## src/hw/rtl/lnps_pkg.sv

```systemverilog
`timescale 1ns / 1ps
// ----------------------------------------------------------------------------
// lnps_pkg
// Shared types, constants and the control store of the last-note-priority
// stack: step codes, jump conditions, control word layout and its program.
// ----------------------------------------------------------------------------
package lnps_pkg;

  localparam int NOTE_W = 7;
  localparam logic [7:0] NO_NOTE = 8'd128;

  typedef enum logic [2:0] {
    STEP_FETCH    = 3'd0,
    STEP_LATCH    = 3'd1,
    STEP_P_UNLINK = 3'd2,
    STEP_P_LINK   = 3'd3,
    STEP_R_CHECK  = 3'd4,
    STEP_R_DROP   = 3'd5,
    STEP_RD_TOP   = 3'd6,
    STEP_EMIT     = 3'd7
  } step_t;

  typedef enum logic [2:0] {
    COND_NEXT     = 3'd0,
    COND_ALWAYS   = 3'd1,
    COND_BAD_CH   = 3'd2,
    COND_OFF      = 3'd3,
    COND_IS_TOP   = 3'd4,
    COND_NOT_HELD = 3'd5
  } cond_t;

  typedef struct packed {
    logic  rd_row;    // read note row, capture channel top
    logic  rd_top;    // read velocity of the current top
    logic  latch;     // capture row read data
    logic  unlink;    // join neighbors of the note (when linked)
    logic  vel_new;   // store request velocity
    logic  vel_drop;  // mark note not held
    logic  link_top;  // push note on top of the channel list
    logic  drop_top;  // fall back to the note below (when note is top)
    logic  emit;      // present result, end of program
    cond_t cond;
    step_t target;
  } uword_t;

  typedef struct packed {
    logic bad_ch;
    logic is_off;
    logic is_top;
    logic not_held;
  } flags_t;

  typedef struct packed {
    logic vel;
    logic prv;
    logic nxt;
  } mem_we_t;

  typedef struct packed {
    logic [7:0] vel;
    logic [7:0] prv;
    logic [7:0] nxt;
  } rd_t;

  function automatic uword_t ucode(step_t s);
    uword_t w;
    w = uword_t'('0);
    unique case (s)
      STEP_FETCH: begin
        w.rd_row = 1'b1;
        w.cond   = COND_BAD_CH;
        w.target = STEP_RD_TOP;
      end
      STEP_LATCH: begin
        w.latch  = 1'b1;
        w.cond   = COND_OFF;
        w.target = STEP_R_CHECK;
      end
      STEP_P_UNLINK: begin
        w.unlink  = 1'b1;
        w.vel_new = 1'b1;
        w.cond    = COND_IS_TOP;
        w.target  = STEP_RD_TOP;
      end
      STEP_P_LINK: begin
        w.link_top = 1'b1;
        w.cond     = COND_ALWAYS;
        w.target   = STEP_RD_TOP;
      end
      STEP_R_CHECK: begin
        w.cond   = COND_NOT_HELD;
        w.target = STEP_RD_TOP;
      end
      STEP_R_DROP: begin
        w.vel_drop = 1'b1;
        w.unlink   = 1'b1;
        w.drop_top = 1'b1;
      end
      STEP_RD_TOP: begin
        w.rd_top = 1'b1;
      end
      STEP_EMIT: begin
        w.emit = 1'b1;
      end
    endcase
    return w;
  endfunction

endpackage

```

## src/hw/rtl/lnps_seq.sv

```systemverilog
`timescale 1ns / 1ps
// ----------------------------------------------------------------------------
// lnps_seq
// Step counter over the control store, with conditional jumps taken from
// datapath flags. Starts at the fetch step on each request.
// ----------------------------------------------------------------------------
module lnps_seq (
  input  logic              clk,
  input  logic              rst,
  input  logic              go,
  input  lnps_pkg::flags_t  flags,
  output lnps_pkg::uword_t  uw,
  output logic              running
);

  lnps_pkg::step_t step, step_next;
  logic running_next;
  logic take;

  always_ff @(posedge clk) begin
    if (rst) begin
      running <= 1'b0;
      step    <= lnps_pkg::STEP_FETCH;
    end else begin
      running <= running_next;
      step    <= step_next;
    end
  end

  always_comb begin
    unique case (uw.cond)
      lnps_pkg::COND_NEXT:     take = 1'b0;
      lnps_pkg::COND_ALWAYS:   take = 1'b1;
      lnps_pkg::COND_BAD_CH:   take = flags.bad_ch;
      lnps_pkg::COND_OFF:      take = flags.is_off;
      lnps_pkg::COND_IS_TOP:   take = flags.is_top;
      lnps_pkg::COND_NOT_HELD: take = flags.not_held;
      default:                 take = 1'b0;
    endcase
  end

  // next step
  always_comb begin
    step_next    = step;
    running_next = running;
    if (go) begin
      step_next    = lnps_pkg::STEP_FETCH;
      running_next = 1'b1;
    end else if (running) begin
      if (uw.emit) begin
        running_next = 1'b0;
      end else if (take) begin
        step_next = uw.target;
      end else begin
        step_next = lnps_pkg::step_t'(step + 3'd1);
      end
    end
  end

  // control word
  always_comb begin
    if (running) begin
      uw = lnps_pkg::ucode(step);
    end else begin
      uw = lnps_pkg::uword_t'('0);
    end
  end

endmodule

```

## config.mk

```make
export PLATFORM = sky130hd
export DESIGN_NAME = lnps_seq
export DESIGN_NICKNAME = d
export VERILOG_FILES = /design/src/hw/rtl/lnps_pkg.sv /design/src/hw/rtl/lnps_seq.sv
export SDC_FILE = /design/constraint.sdc
export NUM_CORES = 1
export LEC_CHECK = 0
export ABC_CLOCK_PERIOD_IN_PS = 4250
export BUFFER_PORTS_ARGS = -buffer_cell sky130_fd_sc_hd__buf_4
export CORE_AREA = 2 2 39 41
export DETAILED_ROUTE_END_ITERATION = 8
export DIE_AREA = 0 0 41 43
export GPL_TIMING_DRIVEN = 0
export PLACE_DENSITY = 0.7
export SKIP_CTS_REPAIR_TIMING = 1
export SLEW_MARGIN = 10
export SYNTH_ARGS = -nofsm -noshare
export SYNTH_HDL_FRONTEND = slang
export SYNTH_SLANG_ARGS = --single-unit
```

## constraint.sdc

```tcl
create_clock -name clk -period 4.25 [get_ports clk]
set_input_delay 0.6375 -clock clk [delete_from_list [all_inputs] [get_ports clk]]
set_output_delay 0.6375 -clock clk [all_outputs]
set_load 0.02 [all_outputs]
```

After elaboration in Yosys (flattened, before gate mapping)
Cells that the tools add are included.
- latch bits: 0
- memory bits (read-only): 0
- bits in writable memories: 0
- logic and storage cells: 35
- register bits: 4
- bits of input ports: 7
- memories kept: 0
- output and inout bits: 16
- reductions and logical operators: 4
- multiplexer cells: 15
- equality and inequality tests: 12
- add/subtract/negate cells: 1
- order comparisons: 0
- shift operators: 0
- bitwise operators: 1
- multipliers: 0
- div/mod/pow operators: 0
- operators with widths (cell ; number):
    6-bit case mux with 5 select lines ; 1
    3-bit == test, second input constant ; 6
    15-bit two-way mux ; 1
    3-bit by 2-bit == test with 1-bit output, second input constant ; 4
    1-bit two-way mux ; 11
    3-bit by 1-bit == test with 1-bit output, second input constant ; 2
    1-bit case mux with 5 select lines ; 1
    2-bit OR reduction ; 2
    3-bit by 1-bit adder with 3-bit output, second input constant ; 1
    3-bit logical NOT ; 1
    3-bit two-way mux ; 1
    2-bit AND reduction ; 1
    1-bit NOT ; 1

Longest topological paths before layout
Gate-level depths: netlist of run 1.
- depth in word-level cells: 7
- mapped depth: 7
- depth with buffers taken out: 7

Worst setup path before layout of run 1
No wires, ideal clock.
- kind: reg2out
- start: reg running
- end: out uw[11] in the netlist's numbering
- data required time: 3.612 ns
- data arrival time: 1.301 ns
- path slack: 2.311 ns
- stages on the path, launching flop included: 5
- path buffers: 1
- path through: dfxtp_1 buf_6 and2b_2 and2_1 or2_1
- RTL lines (element ; line ; source):
    start: declaration ; lnps_seq.sv:13 ; output logic running
    start signal: assignment ; lnps_seq.sv:25 ; running <= running_next;
    end: declaration ; lnps_seq.sv:12 ; output lnps_pkg::uword_t uw,

==> results of run 1 <==
-- synthesized netlist by cell type (2+ instances only) --
library cell / count
nor3_1: 2
o21a_1: 4
and3_2: 2
nor2_1: 6
buf_6: 2
o21ai_0: 4
and2_1: 6
dfxtp_1: 4
ha_1: 6
buf_4: 2
inv_1: 4
-- critical path, stage by stage (launching register included) --
cell and delay, ns:
dfxtp_1 0.40, inv_1 0.10, ha_1 0.29, nor2_1 0.36, nor2_1 0.09, buf_4 0.17
-- path summary, 6_finish.rpt --
| check | from | end | slack [ns] | cells past startpoint |
|---|---|---|---|---|
| max | step[0] | uw[4] | 1.97 | 5 |
| min | rst | running | 0.57 | 2 |
| max reg2reg | step[0] | step[1] | 2.26 | 7 |
| min reg2reg | step[0] | step[0] | 0.61 | 2 |
-- routing by layer --
metal  GRT usage  wire length (um)  vias to the layer above
met4       0.100                 0                        0
met2       0.206               512                       18
met1       0.177               514                      236
met5           0                 0                        -
met3      0.0209                99                        0
li1            -                 -                      270
-- cell type report --
cell class | instances | area [um2] | area share
multi-input cells | 52 | 408 | 0.551
repair buffers | 21 | 158 | 0.213
flip-flops and latches | 4 | 80.1 | 0.108
plain buffers | 4 | 37.5 | 0.0507
clock buffers | 3 | 22.5 | 0.0304
well taps | 16 | 20.0 | 0.0270
inverters | 4 | 15.0 | 0.0203
-- stage by stage --
step           instances  utilization
3_5_place_dp         101        0.519
6_report             104        0.535
3_3_place_gp         101        0.519
5_1_grt              104        0.535
4_1_cts              104        0.535
2_1_floorplan         64            -
-- flip-flops by register name (all words and copies together) (netlist names) --
name	count
running	1
step	3
-- kinds of logic after synthesis --
logic type      count (synthesis)  share of synthesized area
buf+inv                         8                     0.0972
flops                           4                      0.148
fa+ha+maj                       6                      0.139
mux                             1                     0.0185
other cells                     1                    0.00694
simple gates                   27                      0.333
compound gates                 17                      0.257
-- report_power, final --
| part | leakage [nW] | internal, W | total, W | switching [W] |
|---|---|---|---|---|
| registers | 0.0328 | 0.0000397 | 0.0000426 | 0.00000291 |
| logic | 0.324 | 0.0000267 | 0.0000553 | 0.0000286 |
| clock network | 0.0138 | 0.0000315 | 0.0000455 | 0.0000140 |
| total | 0.370 | 0.0000978 | 0.000143 | 0.0000456 |
==> metrics.md, run 1 <==
| Metric | Value |
|---|---|
| Setup violations, final | `0` |
| Count of pins over their slew limit | `0` |
| Crit Path Class | `reg -> out` |
| Net count reported at finish | `103` |
| Final Hold Fails | `0` |
| Die ar. | `1760 um2` |
| Drt total wl | `1130 um` |
| Clock Latency Late Sink | `0.23 ns` |
| Port buffer count | `21` |
| Critical Path RT | `3.61 ns` |
| Post-synth EDFFs | `0` |
| MaxCap Viol Count | `0` |
| Total Power | `0.000143 W` |
| Most frequent cells in the layout | `23 x buf_4, 6 x nor2_1, 6 x and2_1, 6 x ha_1` |
| Proportion of layout cells with a drive suffix above 1 | `0.420` |
| H-tree levels | `1` |
| Ys async rst share | `0` |
| Core Region | `1380 um2` |
| Final hold slack | `0.571 ns` |
| Worst hold path type | `in -> reg` |
| Register bit total from synthesis | `4` |
| DRC | `0` |
| Via count | `524` |
| Dpl hpwl | `883 um` |
| Sequential area share after synthesis | `0.148` |
| Detail Route Antenna Nets | `0` |
| Die height | `43 um` |
| Initial antenna violation count | `0` |
| Placed cell areas | `718 um2` |
| Crit-path max FO | `7` |
| Number of global-route vias before repair | `395` |
| Worst setup EP type | `output pin` |
| Syn_area_per_cell | `8.45 um2` |
| Design Area, Final | `741 um2` |
| CTS tree | `yes` |
| Worst Path Arrival | `1.64 ns` |
| Outcome | `complete, no violations` |
| Netlist cell types | `33` |
| Setup WS post-layout | `1.97 ns` |
| Vias per std cell | `5.04` |
| Setup WS pre-CTS | `2.25 ns` |
| # clock sinks | `4` |
| Setup_tns | `0 ns` |
| ANT cells | `0` |
| Filler cells | `137` |
| Post-Syn Nets | `77` |
| I/O pin count | `23` |
| Post-Syn Area | `541 um2` |
| Gate Count Post-Synth | `64` |
| Most common cell after layout, fill and taps aside | `buf_4` |
| Initial Util | `0.391` |
| Yosys Warn Count | `0` |
| Main area contributors after synthesis | `dfxtp_1 15%, ha_1 14%, and2_1 6.9%` |
| DRT iter0 DRCs | `6` |
| Remaining global-route overflow | `0` |
| Reg clk slew, reported paths | `0.04 ns` |
| Most common flop cell mapped by yosys | `dfxtp_1` |
| Period utilisation layout | `0.536` |
| GRT Util Overall | `0.141` |
| Minimum clock period | `2.28 ns` |
| CP Launch Type | `flop` |
| Clock Skews | `0.000941 ns` |
| Row cnt | `14` |
| Global-route wire length before repair | `1680 um` |
| Setup repair after global routing missed its margin | `false` |
| Area Growth Syn to Fin | `37.0%` |
| Leak Pwr | `0.370 nW` |
| Fmax | `439 MHz` |
| Placer Congestion | `0.733` |
| DIE WIDTH | `41 um` |
| DRT Pass-1 Iters | `4` |
| Power Density | `194 nW/um2` |
| Top cell type's share of synthesized area | `0.148` |
| Largest net degree at the start of global routing | `11` |
| Total CTS buffers | `3` |
| CTS root buffer | `clkbuf_4` |
| Clock buffer depth | `2` |
| Max rail drop VDD | `0.000139 V` |
| Detailed-route wire length per cell | `10.8 um` |
| Synth area leader | `dfxtp_1` |
(Power assumes the default switching activity.)
==> run 2, diff against run 1 <==
Settings changed: ABC_AREA set to 1, ABC_CLOCK_PERIOD_IN_PS 4250 to 2350, PLACE_DENSITY 0.7 to 0.67.
Clock period 4.25 ns to 2.35 ns, I/O delays scaled along.
==> metrics.md, run 2 <==
| Metric | Value |
|---|---|
| Outcome | `complete, no violations` |
| Period utilisation layout | `0.796` |
| Final Hold Fails | `0 (unchanged)` |
| H-tree levels | `1 (unchanged)` |
| Most common flop cell mapped by yosys | `dfxtp_1` |
| Bufs and invs on worst path | `4 (+2)` |
| Area Growth Syn to Fin | `39.2%` |
| Crit Path Class | `reg -> out` |
| Syn_area_per_cell | `6.15 um2 (-27%)` |
| Row cnt | `14 (unchanged)` |
| Clock Latency Late Sink | `0.23 ns (about the same)` |
| Reg area | `80.1 um2 (unchanged)` |
| Placed cell areas | `688 um2 (-4.2%)` |
| Design Area, Final | `711 um2 (-4.1%)` |
| Worst hold path type | `in -> reg` |
| CP max stage cell | `dfxtp_1` |
| Hold Path Stages | `2 (unchanged)` |
| Setup violations, final | `0 (unchanged)` |
| Yosys Warn Count | `0 (unchanged)` |
| Placer Congestion | `0.728 (-0.63%)` |
| Initial antenna violation count | `0 (unchanged)` |
| Vias per std cell | `4.51 (-10%)` |
| Filler cells | `144 (+5.1%)` |
| Leak Pwr | `0.403 nW (+8.9%)` |
| Crit path depth | `7 (+2)` |
| Top-count cell post-synth | `nand2_1` |
| GRT Util Overall | `0.147 (+0.00602)` |
| Remaining global-route overflow | `0 (unchanged)` |
| Synth area leader | `dfxtp_1` |
| Crit path capture | `uw[3]` |
| Die height | `43 um (unchanged)` |
| Ys async rst share | `0 (unchanged)` |
| Global-route wire length before repair | `1750 um (+3.7%)` |
| Clock buffer depth | `2 (unchanged)` |
| Critical Path RT | `2.00 ns (-1.61 ns)` |
| Regs by FF count | `step x3, running x1` |
| R2r startpoint | `step[0]` |
| # clock sinks | `4 (unchanged)` |
| Crit-path max FO | `4 (-3)` |
| Detailed-route wire length per cell | `9.02 um (-17%)` |
| Worst setup EP type | `output pin` |
| Largest register FFs | `3 (unchanged)` |
| Minimum clock period | `1.87 ns` |
| Max rail drop VDD | `0.000227 V (+64%)` |
| Setup repair after global routing missed its margin | `false` |
| Core Region | `1380 um2 (unchanged)` |
| Reg2reg setup slack | `0.62 ns (-1.64 ns)` |
| CP Launch Type | `flop` |
| Crit-path max cell delay | `0.33 ns (-0.07 ns)` |
| Drt total wl | `1110 um (-1.5%)` |
| CP Cell Sequence | `inv_1, ha_1, inv_1, a21oi_1, nand2_1, inv_1, buf_4` |
| CTS root buffer | `clkbuf_4` |
| Post-synth EDFFs | `0 (unchanged)` |
| Reg with most FFs | `step` |
| Net count reported at finish | `122 (+18%)` |
| Dpl hpwl | `943 um (+6.7%)` |
| Die ar. | `1760 um2 (unchanged)` |
| Proportion of layout cells with a drive suffix above 1 | `0.364 (-0.0560)` |
| Final hold slack | `0.286 ns (-0.285 ns)` |
| Setup_tns | `0 ns (unchanged)` |
| Critical path's top delay family | `buffers and inverters` |
| Clock Skews | `0.000215 ns (-0.000726 ns)` |
| Post-Syn Nets | `96 (+25%)` |
| Reg clk slew, reported paths | `0.03 ns (about the same)` |
| Worst Path Arrival | `1.52 ns (-0.12 ns)` |
| Sequential area share after synthesis | `0.157 (+0.00871)` |
| Synth top cells by count | `20 x nand2_1, 12 x inv_1, 11 x nor2_1` |
| Most frequent cells in the layout | `23 x buf_4, 20 x nand2_1, 12 x inv_1` |
| Top cell type's share of synthesized area | `0.157 (+0.00871)` |
| Number of global-route vias before repair | `438 (+11%)` |
| DRT iter0 DRCs | `13 (+7)` |
| Initial Util | `0.369 (-0.0217)` |
| Power Density | `349 nW/um2 (+80%)` |
| Post-Syn Area | `510 um2 (-5.6%)` |
| DRT Pass-1 Iters | `4 (unchanged)` |
| Total CTS buffers | `3 (unchanged)` |
| I/O pin count | `23 (unchanged)` |
| Detail Route Antenna Nets | `0 (unchanged)` |
| Most frequent cell on the critical path | `inv_1` |
| Most common cell after layout, fill and taps aside | `buf_4` |
| Port buffer count | `21 (unchanged)` |
| DRC | `0 (unchanged)` |
| Main area contributors after synthesis | `dfxtp_1 16%, ha_1 15%, nand2_1 15%` |
| Reg2reg path depth | `12 (+5)` |
| Gate Count Post-Synth | `83 (+30%)` |
| Netlist cell types | `23 (-30%)` |
| CTS tree | `yes` |
| ANT cells | `0 (unchanged)` |
| CP Launch Point | `step[0]` |
| Via count | `555 (+5.9%)` |
| Multi-input gate area | `345 um2 (-15%)` |
| Fmax | `535 MHz` |
| Largest net degree at the start of global routing | `9 (-2)` |
| Count of pins over their slew limit | `0 (unchanged)` |
| MaxCap Viol Count | `0 (unchanged)` |
| DIE WIDTH | `41 um (unchanged)` |
| Register bit total from synthesis | `4 (unchanged)` |
| R2r endpoint | `step[1]` |
## run 2: per-layer routing
metal,vias to the layer above,GRT usage,part of all wire
li1,303,-,-
met1,240,0.170,0.45
met2,12,0.225,0.50
met3,0,0.0314,0.052
met4,0,0.100,0
met5,-,0,0
## run 2: through the flow
stage / total power [W] / worst slack [ns] / cells / utilization
after floorplan: 0.000137 / 0.568 / 83 / -
after global placement: 0.000166 / 0.661 / 120 / 0.497
after detailed placement: 0.000168 / 0.624 / 120 / 0.497
after CTS: 0.000253 / 0.461 / 123 / 0.514
after global routing: 0.000272 / 0.310 / 123 / 0.514
final: 0.000248 / 0.480 / 123 / 0.514
## run 2: cells by family after synthesis
| logic type | after synthesis | synth area share |
|---|---|---|
| AND/OR/NAND/NOR | 42 | 0.380 |
| buffers and inverters | 18 | 0.167 |
| AO/OA/AOI/OAI | 12 | 0.142 |
| adder cells (fa/ha/maj) | 6 | 0.147 |
| flip-flops | 4 | 0.157 |
| other | 1 | 0.00735 |
## run 2: worst min-delay path by stage
stage	start	end	slack [ns]
after floorplan	rst	running	0.42
after global placement	rst	running	0.52
after detailed placement	rst	running	0.52
after CTS	rst	running	0.28
after global routing	rst	running	0.27
final	rst	running	0.29
## run 2: area by class of cell
cell class                      count  area share
Multi-Input combinational cell     61       0.486
Timing Repair Buffer               21       0.222
Sequential cell                     4       0.113
Clock buffer                        3      0.0317
Inverter                           15      0.0827
Buffer                              3      0.0370
Tap cell                           16      0.0282
## run 2: report_power, final
group / leakage, nW / switching (W) / internal (W)
Sequential: 0.0328 / 0.00000291 / 0.0000715
Combinational: 0.357 / 0.0000539 / 0.0000383
Clock: 0.0138 / 0.0000245 / 0.0000569
Total: 0.403 / 0.0000813 / 0.000167
